## src/sv/sdfq_pkg.sv

```systemverilog
`timescale 1ns / 1ps
// ----------------------------------------------------------------------------
// SDF LOD snorm8 quantizer package
// Widths, level constants and configuration register indexes shared by the
// channel interfaces and the quantizer.
// ----------------------------------------------------------------------------
package sdfq_pkg;

    localparam int MAX_GRID_LOG2   = 8;
    localparam int COARSEST_WIDTH  = 8;
    localparam int COARSEST_LOG2   = $clog2(COARSEST_WIDTH);
    localparam int MAX_LEVELS      = MAX_GRID_LOG2 - COARSEST_LOG2 + 1;

    localparam int DIST_W    = 32;
    localparam int COORD_W   = 9;
    localparam int LEVEL_W   = 3;
    localparam int ADDR_W    = 25;
    localparam int CODE_W    = 8;
    localparam int GRID_W    = 4;
    localparam int SCALE_W   = 32;
    localparam int CFG_IDX_W = 2;
    localparam int CFG_DATA_W = 32;

    localparam int PROD_W    = DIST_W + SCALE_W;
    localparam int FRAC_W    = 40;
    localparam int M127_W    = FRAC_W + 7;
    localparam int W1_W      = COORD_W;
    localparam int ROW_W     = 17;
    localparam int TZ_W      = 4;

    localparam logic [GRID_W-1:0] GRID_RESET  = GRID_W'(MAX_GRID_LOG2);
    localparam logic [SCALE_W-1:0] SCALE_RESET = SCALE_W'(65536);
    localparam logic [GRID_W-1:0] GRID_MIN    = GRID_W'(COARSEST_LOG2);
    localparam logic [GRID_W-1:0] GRID_MAX    = GRID_W'(MAX_GRID_LOG2);
    localparam logic [M127_W-1:0] ROUND_HALF  = M127_W'(1) << (FRAC_W - 1);
    localparam logic [6:0]        SNORM_MAX   = 7'd127;

    typedef enum logic [CFG_IDX_W-1:0] {
        REG_GRID_WIDTH_LOG2 = 2'd0,
        REG_FINEST_SCALE    = 2'd1
    } cfg_reg_t;

endpackage

```

## src/sv/sdfq_corner_if.sv

```systemverilog
`timescale 1ns / 1ps
// ----------------------------------------------------------------------------
// SDF corner channel
// Valid/ready channel carrying one corner distance and its fine coordinates.
// ----------------------------------------------------------------------------
interface sdfq_corner_if;

    logic                               valid;
    logic                               ready;
    logic signed [sdfq_pkg::DIST_W-1:0] distance;
    logic [sdfq_pkg::COORD_W-1:0]       corner_x;
    logic [sdfq_pkg::COORD_W-1:0]       corner_y;
    logic [sdfq_pkg::COORD_W-1:0]       corner_z;

    modport source (output valid, output distance, output corner_x, output corner_y,
                    output corner_z, input ready);
    modport sink (input valid, input distance, input corner_x, input corner_y,
                  input corner_z, output ready);

endinterface

```

## src/sv/sdfq_result_if.sv

```systemverilog
`timescale 1ns / 1ps
// ----------------------------------------------------------------------------
// SDF result channel
// Valid/ready channel carrying one quantized level entry.
// ----------------------------------------------------------------------------
interface sdfq_result_if;

    logic                               valid;
    logic                               ready;
    logic [sdfq_pkg::LEVEL_W-1:0]       level;
    logic [sdfq_pkg::ADDR_W-1:0]        address;
    logic signed [sdfq_pkg::CODE_W-1:0] code;
    logic                               last;

    modport source (output valid, output level, output address, output code,
                    output last, input ready);
    modport sink (input valid, input level, input address, input code,
                  input last, output ready);

endinterface

```

## src/sv/sdf_lod_snorm8_quantizer.sv

```systemverilog
`timescale 1ns / 1ps
// ----------------------------------------------------------------------------
// SDF LOD snorm8 quantizer
// Expands one fine-grid corner distance into one snorm8 entry per level of
// detail whose stride divides the corner, coarsest first.
//
//   channel   dir   handshake      beat
//   corner    in    valid/ready    distance, corner_x, corner_y, corner_z
//   result    out   valid/ready    level, address, code, last
//   cfg       in    cfg_we         cfg_index, cfg_data
//
// A level sequencer issues one level per cycle, while the issue stage can
// accept it, into a four-stage pipeline (issue, multiply, scale/address,
// round). The sequencer holds an item until its last level is issued; a
// corner outside the grid is dropped without issuing any level.
// Reset restores the register defaults and empties every stage.
// Back-pressure moves stage by stage through ready; a stalled beat holds.
// ----------------------------------------------------------------------------
module sdf_lod_snorm8_quantizer (
    input  logic                                clk,
    input  logic                                rst_n,
    sdfq_corner_if.sink                         corner,
    sdfq_result_if.source                       result,
    input  logic                                cfg_we,
    input  logic [sdfq_pkg::CFG_IDX_W-1:0]      cfg_index,
    input  logic [sdfq_pkg::CFG_DATA_W-1:0]     cfg_data
);

    localparam int LW = sdfq_pkg::LEVEL_W;
    localparam int CW = sdfq_pkg::COORD_W;

    logic [sdfq_pkg::GRID_W-1:0]  grid_reg;
    logic [sdfq_pkg::SCALE_W-1:0] scale_reg;

    // level sequencer
    logic                        item_valid_reg, item_valid_next;
    logic [LW-1:0]               lod_reg, lod_next;
    logic [LW-1:0]               top_reg;
    logic                        neg_reg;
    logic [sdfq_pkg::DIST_W-1:0] mag_reg;
    logic [CW-1:0]               x_reg, y_reg, z_reg;

    // stage 1: issue
    logic                         s1_valid_reg;
    logic [LW-1:0]                s1_lod_reg;
    logic                         s1_last_reg, s1_neg_reg;
    logic [sdfq_pkg::DIST_W-1:0]  s1_mag_reg;
    logic [sdfq_pkg::SCALE_W-1:0] s1_scale_reg;
    logic [CW-1:0]                s1_x_reg, s1_y_reg, s1_z_reg;
    logic [sdfq_pkg::W1_W-1:0]    s1_w1_reg;

    // stage 2: multiply
    logic                         s2_valid_reg;
    logic [LW-1:0]                s2_lod_reg;
    logic                         s2_last_reg, s2_neg_reg;
    logic [sdfq_pkg::PROD_W-1:0]  s2_prod_reg;
    logic [sdfq_pkg::ROW_W-1:0]   s2_row_reg;
    logic [CW-1:0]                s2_x_reg;
    logic [sdfq_pkg::W1_W-1:0]    s2_w1_reg;

    // stage 3: scale by 127, address
    logic                         s3_valid_reg;
    logic [LW-1:0]                s3_lod_reg;
    logic                         s3_last_reg, s3_neg_reg, s3_sat_reg;
    logic [sdfq_pkg::M127_W-1:0]  s3_m127_reg;
    logic [sdfq_pkg::ADDR_W-1:0]  s3_addr_reg;

    // stage 4: output register
    logic                              out_valid_reg;
    logic [LW-1:0]                     out_level_reg;
    logic [sdfq_pkg::ADDR_W-1:0]       out_addr_reg;
    logic signed [sdfq_pkg::CODE_W-1:0] out_code_reg;
    logic                              out_last_reg;

    logic out_ready, s3_ready, s2_ready, s1_ready;
    logic issue, issue_end, in_accept;

    logic [sdfq_pkg::GRID_W-1:0]  g_clamp;
    logic [LW-1:0]                top_in;
    logic [CW-1:0]                width_in;
    logic                         in_range;
    logic [CW-1:0]                or_bits;
    logic [sdfq_pkg::TZ_W-1:0]    tz;
    logic [LW-1:0]                start_lod;
    logic [LW-1:0]                sh;
    logic [sdfq_pkg::M127_W-1:0]  rounded;
    logic [6:0]                   q_mag;

    assign out_ready = !out_valid_reg || result.ready;
    assign s3_ready  = !s3_valid_reg || out_ready;
    assign s2_ready  = !s2_valid_reg || s3_ready;
    assign s1_ready  = !s1_valid_reg || s2_ready;
    assign issue     = item_valid_reg && s1_ready;
    assign issue_end = issue && (lod_reg == top_reg);

    assign corner.ready = !item_valid_reg || issue_end;
    assign in_accept    = corner.valid && corner.ready;

    always_comb
    begin
        priority if (grid_reg < sdfq_pkg::GRID_MIN)
        begin
            g_clamp = sdfq_pkg::GRID_MIN;
        end
        else if (grid_reg > sdfq_pkg::GRID_MAX)
        begin
            g_clamp = sdfq_pkg::GRID_MAX;
        end
        else
        begin
            g_clamp = grid_reg;
        end
        top_in   = LW'(g_clamp - sdfq_pkg::GRID_MIN);
        width_in = CW'(1) << g_clamp;
        in_range = (corner.corner_x <= width_in) && (corner.corner_y <= width_in)
                   && (corner.corner_z <= width_in);
        or_bits  = corner.corner_x | corner.corner_y | corner.corner_z;
        tz       = '1;
        for (int i = CW - 1; i >= 0; i--)
        begin
            if (or_bits[i])
            begin
                tz = sdfq_pkg::TZ_W'(i);
            end
        end
        if (tz >= sdfq_pkg::TZ_W'(top_in))
        begin
            start_lod = '0;
        end
        else
        begin
            start_lod = top_in - LW'(tz);
        end
    end

    always_comb
    begin
        item_valid_next = item_valid_reg;
        lod_next        = lod_reg;
        if (in_accept)
        begin
            item_valid_next = in_range;
            lod_next        = start_lod;
        end
        else if (issue_end)
        begin
            item_valid_next = 1'b0;
        end
        else if (issue)
        begin
            lod_next = lod_reg + LW'(1);
        end
    end

    assign sh = top_reg - lod_reg;

    // configuration registers
    always_ff @(posedge clk or negedge rst_n)
    begin
        if (!rst_n)
        begin
            grid_reg  <= sdfq_pkg::GRID_RESET;
            scale_reg <= sdfq_pkg::SCALE_RESET;
        end
        else if (cfg_we)
        begin
            unique case (cfg_index)
                sdfq_pkg::REG_GRID_WIDTH_LOG2:
                begin
                    grid_reg <= cfg_data[sdfq_pkg::GRID_W-1:0];
                end
                sdfq_pkg::REG_FINEST_SCALE:
                begin
                    scale_reg <= cfg_data[sdfq_pkg::SCALE_W-1:0];
                end
                default:
                begin
                end
            endcase
        end
    end

    // valid bits
    always_ff @(posedge clk or negedge rst_n)
    begin
        if (!rst_n)
        begin
            item_valid_reg <= 1'b0;
            lod_reg        <= '0;
            s1_valid_reg   <= 1'b0;
            s2_valid_reg   <= 1'b0;
            s3_valid_reg   <= 1'b0;
            out_valid_reg  <= 1'b0;
        end
        else
        begin
            item_valid_reg <= item_valid_next;
            lod_reg        <= lod_next;
            if (s1_ready)
            begin
                s1_valid_reg <= issue;
            end
            if (s2_ready)
            begin
                s2_valid_reg <= s1_valid_reg;
            end
            if (s3_ready)
            begin
                s3_valid_reg <= s2_valid_reg;
            end
            if (out_ready)
            begin
                out_valid_reg <= s3_valid_reg;
            end
        end
    end

    assign rounded = s3_m127_reg + sdfq_pkg::ROUND_HALF;
    assign q_mag   = s3_sat_reg ? sdfq_pkg::SNORM_MAX
                                : rounded[sdfq_pkg::M127_W-1:sdfq_pkg::FRAC_W];

    // payload
    always_ff @(posedge clk)
    begin
        if (in_accept)
        begin
            top_reg <= top_in;
            neg_reg <= corner.distance[sdfq_pkg::DIST_W-1];
            mag_reg <= corner.distance[sdfq_pkg::DIST_W-1]
                       ? (~corner.distance + sdfq_pkg::DIST_W'(1))
                       : corner.distance;
            x_reg   <= corner.corner_x;
            y_reg   <= corner.corner_y;
            z_reg   <= corner.corner_z;
        end
        if (issue)
        begin
            s1_lod_reg   <= lod_reg;
            s1_last_reg  <= (lod_reg == top_reg);
            s1_neg_reg   <= neg_reg;
            s1_mag_reg   <= mag_reg;
            s1_scale_reg <= scale_reg >> sh;
            s1_x_reg     <= x_reg >> sh;
            s1_y_reg     <= y_reg >> sh;
            s1_z_reg     <= z_reg >> sh;
            s1_w1_reg    <= (sdfq_pkg::W1_W'(sdfq_pkg::COARSEST_WIDTH) << lod_reg)
                            + sdfq_pkg::W1_W'(1);
        end
        if (s1_valid_reg && s2_ready)
        begin
            s2_lod_reg  <= s1_lod_reg;
            s2_last_reg <= s1_last_reg;
            s2_neg_reg  <= s1_neg_reg;
            s2_prod_reg <= sdfq_pkg::PROD_W'(s1_mag_reg) * sdfq_pkg::PROD_W'(s1_scale_reg);
            s2_row_reg  <= sdfq_pkg::ROW_W'(s1_y_reg)
                           + sdfq_pkg::ROW_W'(s1_w1_reg) * sdfq_pkg::ROW_W'(s1_z_reg);
            s2_x_reg    <= s1_x_reg;
            s2_w1_reg   <= s1_w1_reg;
        end
        if (s2_valid_reg && s3_ready)
        begin
            s3_lod_reg  <= s2_lod_reg;
            s3_last_reg <= s2_last_reg;
            s3_neg_reg  <= s2_neg_reg;
            s3_sat_reg  <= |s2_prod_reg[sdfq_pkg::PROD_W-1:sdfq_pkg::FRAC_W];
            s3_m127_reg <= {s2_prod_reg[sdfq_pkg::FRAC_W-1:0], 7'b0}
                           - {7'b0, s2_prod_reg[sdfq_pkg::FRAC_W-1:0]};
            s3_addr_reg <= sdfq_pkg::ADDR_W'(s2_x_reg)
                           + sdfq_pkg::ADDR_W'(s2_w1_reg) * sdfq_pkg::ADDR_W'(s2_row_reg);
        end
        if (s3_valid_reg && out_ready)
        begin
            out_level_reg <= s3_lod_reg;
            out_addr_reg  <= s3_addr_reg;
            out_last_reg  <= s3_last_reg;
            out_code_reg  <= s3_neg_reg ? -$signed({1'b0, q_mag}) : $signed({1'b0, q_mag});
        end
    end

    assign result.valid   = out_valid_reg;
    assign result.level   = out_level_reg;
    assign result.address = out_addr_reg;
    assign result.code    = out_code_reg;
    assign result.last    = out_last_reg;

    a_code_range : assert property (@(posedge clk) disable iff (!rst_n)
        result.valid |-> result.code != -8'sd128)
        else $error("code outside snorm8 range");

    a_lod_bound : assert property (@(posedge clk) disable iff (!rst_n)
        item_valid_reg |-> lod_reg <= top_reg)
        else $error("level sequencer past last level");

    a_drop_outside : assert property (@(posedge clk) disable iff (!rst_n)
        in_accept && !in_range |=> !item_valid_reg)
        else $error("corner outside grid not dropped");

    a_s1_hold : assert property (@(posedge clk) disable iff (!rst_n)
        s1_valid_reg && !s2_ready |=> s1_valid_reg && $stable(s1_lod_reg))
        else $error("stalled issue stage lost its beat");

    a_last_level : assert property (@(posedge clk) disable iff (!rst_n)
        s1_valid_reg && s1_last_reg |-> s1_scale_reg == scale_reg)
        else $error("final level not at finest scale");

endmodule

```

## src/flat_wrapper.sv

```systemverilog
// flat-port wrapper written by rule: the top's interface ports become plain ports
module sdf_lod_snorm8_quantizer_flat 
  (clk, rst_n, cfg_we, cfg_index, cfg_data, corner_valid, corner_distance, corner_corner_x, corner_corner_y, corner_corner_z, corner_ready, result_valid, result_level, result_address, result_code, result_last, result_ready);
  sdfq_corner_if corner_i ();
  sdfq_result_if result_i ();
  input  logic clk;
  input  logic rst_n;
  input  logic cfg_we;
  input  logic [sdfq_pkg::CFG_IDX_W-1:0] cfg_index;
  input  logic [sdfq_pkg::CFG_DATA_W-1:0] cfg_data;
  input wire logic [$bits(corner_i.valid)-1:0] corner_valid;
  input wire logic [$bits(corner_i.distance)-1:0] corner_distance;
  input wire logic [$bits(corner_i.corner_x)-1:0] corner_corner_x;
  input wire logic [$bits(corner_i.corner_y)-1:0] corner_corner_y;
  input wire logic [$bits(corner_i.corner_z)-1:0] corner_corner_z;
  output wire logic [$bits(corner_i.ready)-1:0] corner_ready;
  output wire logic [$bits(result_i.valid)-1:0] result_valid;
  output wire logic [$bits(result_i.level)-1:0] result_level;
  output wire logic [$bits(result_i.address)-1:0] result_address;
  output wire logic [$bits(result_i.code)-1:0] result_code;
  output wire logic [$bits(result_i.last)-1:0] result_last;
  input wire logic [$bits(result_i.ready)-1:0] result_ready;
  assign corner_i.valid = corner_valid;
  assign corner_i.distance = corner_distance;
  assign corner_i.corner_x = corner_corner_x;
  assign corner_i.corner_y = corner_corner_y;
  assign corner_i.corner_z = corner_corner_z;
  assign corner_ready = corner_i.ready;
  assign result_valid = result_i.valid;
  assign result_level = result_i.level;
  assign result_address = result_i.address;
  assign result_code = result_i.code;
  assign result_last = result_i.last;
  assign result_i.ready = result_ready;
  sdf_lod_snorm8_quantizer u_core (.clk(clk), .rst_n(rst_n), .corner(corner_i), .result(result_i), .cfg_we(cfg_we), .cfg_index(cfg_index), .cfg_data(cfg_data));
endmodule
```

## config.mk

```make
export PLATFORM = sky130hd
export DESIGN_NAME = sdf_lod_snorm8_quantizer_flat
export DESIGN_NICKNAME = d
export VERILOG_FILES = /design/src/sv/sdfq_pkg.sv /design/src/sv/sdfq_corner_if.sv /design/src/sv/sdfq_result_if.sv /design/src/sv/sdf_lod_snorm8_quantizer.sv /design/src/flat_wrapper.sv
export SDC_FILE = /design/constraint.sdc
export NUM_CORES = 2
export LEC_CHECK = 0
export BUFFER_PORTS_ARGS = -buffer_cell sky130_fd_sc_hd__buf_2
export CAP_MARGIN = 40
export CORE_MARGIN = 2
export CORE_UTILIZATION = 40
export DETAILED_ROUTE_END_ITERATION = 12
export SLEW_MARGIN = 10
export SYNTH_ARGS = -nofsm -noshare
export SYNTH_HDL_FRONTEND = slang
export SYNTH_SLANG_ARGS = --single-unit
```

## constraint.sdc

```tcl
create_clock -name clk -period 9.8 [get_ports clk]
set_clock_uncertainty 0.1 [all_clocks]
set_input_delay 1.96 -clock clk [delete_from_list [all_inputs] [get_ports clk]]
set_output_delay 1.96 -clock clk [all_outputs]
set_load 0.01 [all_outputs]
```

* Yosys cells after proc, flatten, opt, wreduce, memory -nomap -nowiden
Cells that the tools add are included.
** Operators by class
- $add $sub $neg :: 11
- $mul :: 3
- $lt $le $gt $ge :: 6
- Equal/unequal tests :: 3
- Shift-type cells :: 6
- Mux-type cells :: 20
- Bitwise operators :: 3
- Reductions and logical operators :: 25
** Operators with widths (count)
- 32-bit by 32-bit multiplier with 64-bit output :: 1
- 47-bit by 40-bit adder with 47-bit output, second input constant :: 1
- 47-bit by 40-bit subtractor with 47-bit output :: 1
- 4-bit two-way mux :: 10
- 32-bit by 2-bit adder with 32-bit output, second input constant :: 1
- 32-bit NOT :: 1
- 32-bit by 3-bit >> shifter with 32-bit output :: 1
- 31-bit two-way mux :: 1
- 9-bit less-or-equal comparator :: 3
- 9-bit by 3-bit >> shifter with 9-bit output :: 3
- 9-bit by 25-bit adder with 25-bit output :: 1
- 9-bit by 17-bit multiplier with 25-bit output :: 1
- 24-bit OR reduction :: 1
- 9-bit bitwise OR :: 2
- 9-bit by 17-bit adder with 17-bit output :: 1
- 9-bit by 9-bit multiplier with 17-bit output :: 1
- 3-bit two-way mux :: 5
- 7-bit two-way mux :: 2
- 9-bit by 2-bit adder with 9-bit output, second input constant :: 1
- 1-bit by 4-bit << shifter with 9-bit output, first input constant :: 1
- 4-bit by 3-bit << shifter with 9-bit output, first input constant :: 1
- 1-bit logical AND :: 8
- 7-bit negation with 8-bit output :: 1
- 2-bit AND reduction :: 3
- 14 further kinds :: 25
** Word-level totals
- Register bits :: 431
- Input port bits :: 98
- Output and inout port bits :: 39
- Logic and storage cells :: 119

* Logic depth before layout (Yosys ltp)
- Depth in word-level cells :: 14
- Mapped depth :: 28
- Mapped depth without buffers :: 26

* Least setup slack after synthesis
No wires, ideal clock.
- Kind :: input to register
- Start :: in result_ready
- End :: reg u_core.s2_last_reg, enable pin
- Library setup time :: 0.621 ns
- Arrival time :: 7.123 ns
- Required time :: 9.079 ns
- Path slack :: 1.956 ns
- Stages on the path :: 2
- Cells stage by stage :: nor2b_1 > a31oi_1
** On the way
- Word-level cells in the longest chain between the ends :: 4
** RTL lines
- from (decl) :: line flat_wrapper.sv:22 : input wire logic [$bits(result_i.ready)-1:0] result_ready;
- 1-bit logical OR :: line sdf_lod_snorm8_quantizer.sv:89 : assign out_ready = !out_valid_reg || result.ready;
- 1-bit logical OR :: line sdf_lod_snorm8_quantizer.sv:90 : assign s3_ready = !s3_valid_reg || out_ready;
- 1-bit logical OR :: line sdf_lod_snorm8_quantizer.sv:91 : assign s2_ready = !s2_valid_reg || s3_ready;
- 1-bit logical AND :: line sdf_lod_snorm8_quantizer.sv:249 : if (s1_valid_reg && s2_ready)
- to (signal assigned) :: line sdf_lod_snorm8_quantizer.sv:252 : s2_last_reg <= s1_last_reg;
- to (decl) :: line sdf_lod_snorm8_quantizer.sv:55 : logic s2_last_reg, s2_neg_reg;
Every way passes these cells.
A chain may end at the register's enable or synchronous reset.

* Final worst setup path
- Start :: reg u_core.s1_scale_reg[11] (netlist name)
- End :: reg u_core.s2_prod_reg[62] (netlist name) (data pin)
** On the way
- Word-level cells in the longest chain between the ends :: 1
** RTL lines
- from (decl) :: line sdf_lod_snorm8_quantizer.sv:48 : logic [sdfq_pkg::SCALE_W-1:0] s1_scale_reg;
- from (signal assigned) :: line sdf_lod_snorm8_quantizer.sv:242 : s1_scale_reg <= scale_reg >> sh;
- 32-bit by 32-bit multiplier with 64-bit output :: line sdf_lod_snorm8_quantizer.sv:254 : s2_prod_reg <= sdfq_pkg::PROD_W'(s1_mag_reg) * sdfq_pkg::PROD_W'(s1_scale_reg);
- to (signal assigned) :: line sdf_lod_snorm8_quantizer.sv:254
- to (decl) :: line sdf_lod_snorm8_quantizer.sv:56 : logic [sdfq_pkg::PROD_W-1:0] s2_prod_reg;
Every way passes these cells.

==> results_dict.tcl <==
set metrics [dict create \
    die-area_um2 144200 \
    drc 0 \
    worstMarginPinSlew_ps 966.6 \
    final_cell_area_um2 61300 \
    worstHoldPathCells 0 \
    whs_endpoint "u_core.result.address[2]" \
    finalSetupViolations 0 \
    synth-edff-count 342 \
    cts_buffers 43 \
    chipHeight_um 379.7 \
    synth_top_area_share_pct 35.82 \
    syn_to_final_growth_pct 8.584 \
    cp.required_ps 10020 \
    place_area_um2 59780 \
    drive_above_1_share_pct 7.527 \
    ant_nets 0 \
    drt_iter0_drc 2624 \
    coreArea_um2 139900 \
    cts_resized 0 \
    setup.worst_path.end_class "flop" \
    regToRegSetupSlack_ps 1000 \
    cts_hold_buffers 0 \
    async_flop_share_pct 11.40 \
    die_width_um 379.7 \
    ys_ff_latch 386 \
    netlist_top_cells_count "inv_1, fa_1, nand2_1" \
    hold_slack_ps 314.1 \
    grt_max_degree 68 \
    r2r_start "u_core.s1_scale_reg[11]" \
    drv_slew 0 \
    grt_pass1_vias 41350 \
    slew_headroom_pct 35.56 \
    hold_class "flop to flop" \
    fin_setup_tns_ps 0 \
    antenna_found_initial 8 \
    r2r_end "u_core.s2_prod_reg[62]" \
    largest_register_ff_count 64 \
    crit_type "flop to flop" \
    wl_per_cell_um 19.72 \
    cts.sinks 386 \
    grt_pass1_wl_um 236200 \
    synthesis.nets 7169 \
    status "complete, no violations" \
    post_cts_buffers 0 \
    synth_area_leaders "fa_1, edfxtp_1, ha_1" \
    syn_area_um2 56450 \
    reg2regPathDepth 24 \
    path_clk_slew_ps 60 \
    ys_seq_area_share_pct 20.15 \
    overflow 0 \
    cts_tree "done" \
    fin_crit_ps 8804 \
    synthFlopType "edfxtp_1" \
    grt_usage_pct 20.95 \
    cts-root-buf "clkbuf_16" \
    finalHoldViolations 0 \
    nets 7221 \
    num_io_pins 137 \
    rows 137 \
    cap_viol_max_count 0 \
    vias 38570 \
    synthCells 5589 \
    hp-start "u_core.s3_addr_reg[2]" \
    dp_hpwl_um 122000 \
    io_buffers 136 \
    firstDrtPassIters 8 \
    worstPathArrival_ps 9020 \
    clk_latency_ps 600 \
    startpoint_type "flop" \
    grt_setup_unrepaired "false" \
    routed_wl_um 148900 \
    synth.most_common_cell "inv_1" \
    yosysWarningCount 0 \
    htreeDepth 2 \
    cts_max_path_buffers 3 \
    routabilityCongestion 0.9082 \
    timing.final.crit_share_pct 89.84 \
    critPathMaxFanout 20 \
    avgSynthCellArea_um2 10.10 \
    start_util_pct 40.36 \
    vias_per_cell 5.107 \
    yosysTopAreaCell "fa_1" \
    yosysUniqueCellTypes 65 \
    fmax_ghz 0.1136 \
    n_fill_cell 13490 \
]
stage by stage:
| step | setup WS, ps | util [%] | cells |
|---|---|---|---|
| 2_1_floorplan | 1956 | - | 5589 |
| 3_3_place_gp | 955.9 | 42.42 | 7446 |
| 3_5_place_dp | 1096 | 42.74 | 7469 |
| 4_1_cts | 1019 | 43.77 | 7546 |
| 5_1_grt | 559.4 | 43.82 | 7550 |
| 6_report | 996.1 | 43.83 | 7552 |
cell families (layout without fill, tap and decap cells):
group | after synthesis | in the layout | share of synthesized area [%]
other cells | 0 | 3 | 0
fa+ha+maj | 1482 | 1482 | 46.28
xor+xnor | 154 | 154 | 2.389
mux | 101 | 101 | 2.039
compound gates | 490 | 490 | 5.474
simple gates | 1666 | 1666 | 14.96
buf+inv | 1310 | 1394 | 8.710
flops | 386 | 386 | 20.15
worst max-delay path, cell delays in order (launching register included):
cell,delay [ps]
edfxtp_1,970
buf_4,390
and2_1,190
fa_1,420
fa_1,520
inv_1,70
fa_1,450
fa_1,540
inv_1,50
fa_1,560
fa_1,430
fa_1,590
fa_1,450
ha_1,380
a21oi_1,190
nor2_1,60
a211oi_1,400
nand2_1,100
a21oi_1,300
a2111oi_0,150
buf_4,190
o31a_1,350
a31o_2,300
a41o_1,250
xor2_1,130
metal layers:
| metal | track usage, % | routed length, um | up-vias |
|---|---|---|---|
| li1 | - | - | 17460 |
| met1 | 29.21 | 66160 | 19700 |
| met2 | 33.03 | 67280 | 1196 |
| met3 | 4.749 | 11760 | 207 |
| met4 | 5.247 | 3696 | 6 |
| met5 | 0 | 32 | - |
layout make-up:
type / count / area, um2 / area share [%]
timing repair buffer: 260 / 1929 / 3.147
clock buffer: 53 / 1155 / 1.884
sequential: 386 / 11370 / 18.55
antenna: 3 / 7.507 / 0.01225
clock inverter: 24 / 289.0 / 0.4715
inverter: 1057 / 3968 / 6.472
tap: 1876 / 2347 / 3.829
multi-input combinational: 3893 / 40230 / 65.63
how the worst max path moves through the flow:
stage / startpoint / end / slack (ps) / depth (start not counted)
floorplan: result_ready / u_core.s2_last_reg / 1960 / 2
detailed placement: u_core.s1_scale_reg[12] / u_core.s2_prod_reg[62] / 1100 / 24
global placement: u_core.s1_scale_reg[9] / u_core.s2_prod_reg[62] / 960 / 24
CTS: u_core.s1_scale_reg[12] / u_core.s2_prod_reg[62] / 1020 / 24
global route: u_core.s1_scale_reg[7] / u_core.s2_prod_reg[62] / 560 / 25
finish: u_core.s1_scale_reg[11] / u_core.s2_prod_reg[62] / 1000 / 24
cells in the final DEF (no fill, tap or decap), types with 11 or more instances in the layout:
| cell type | n |
|---|---|
| and3_1 | 20 |
| buf_4 | 98 |
| fa_1 | 1009 |
| o21bai_1 | 24 |
| ha_1 | 471 |
| and2_1 | 662 |
| a31oi_1 | 11 |
| nand2b_1 | 19 |
| inv_1 | 1055 |
| a21oi_1 | 146 |
| buf_8 | 11 |
| nor2_1 | 96 |
| buf_2 | 137 |
| a21o_1 | 76 |
| xor2_1 | 40 |
| or2_2 | 12 |
| mux2_2 | 62 |
| xnor2_1 | 112 |
| edfxtp_1 | 342 |
| o21ai_0 | 112 |
| nand2_1 | 682 |
| nand3_1 | 43 |
| mux2i_1 | 34 |
| o31ai_1 | 15 |
| nor3_1 | 35 |
| clkbuf_16 | 45 |
| nor2b_1 | 33 |
| o211ai_1 | 22 |
| dfrtp_1 | 42 |
| o21a_1 | 18 |
| nand4_1 | 16 |
Power is not shown: default switching activity piles up to over one toggle a cycle in this logic, so the estimate is an artifact.
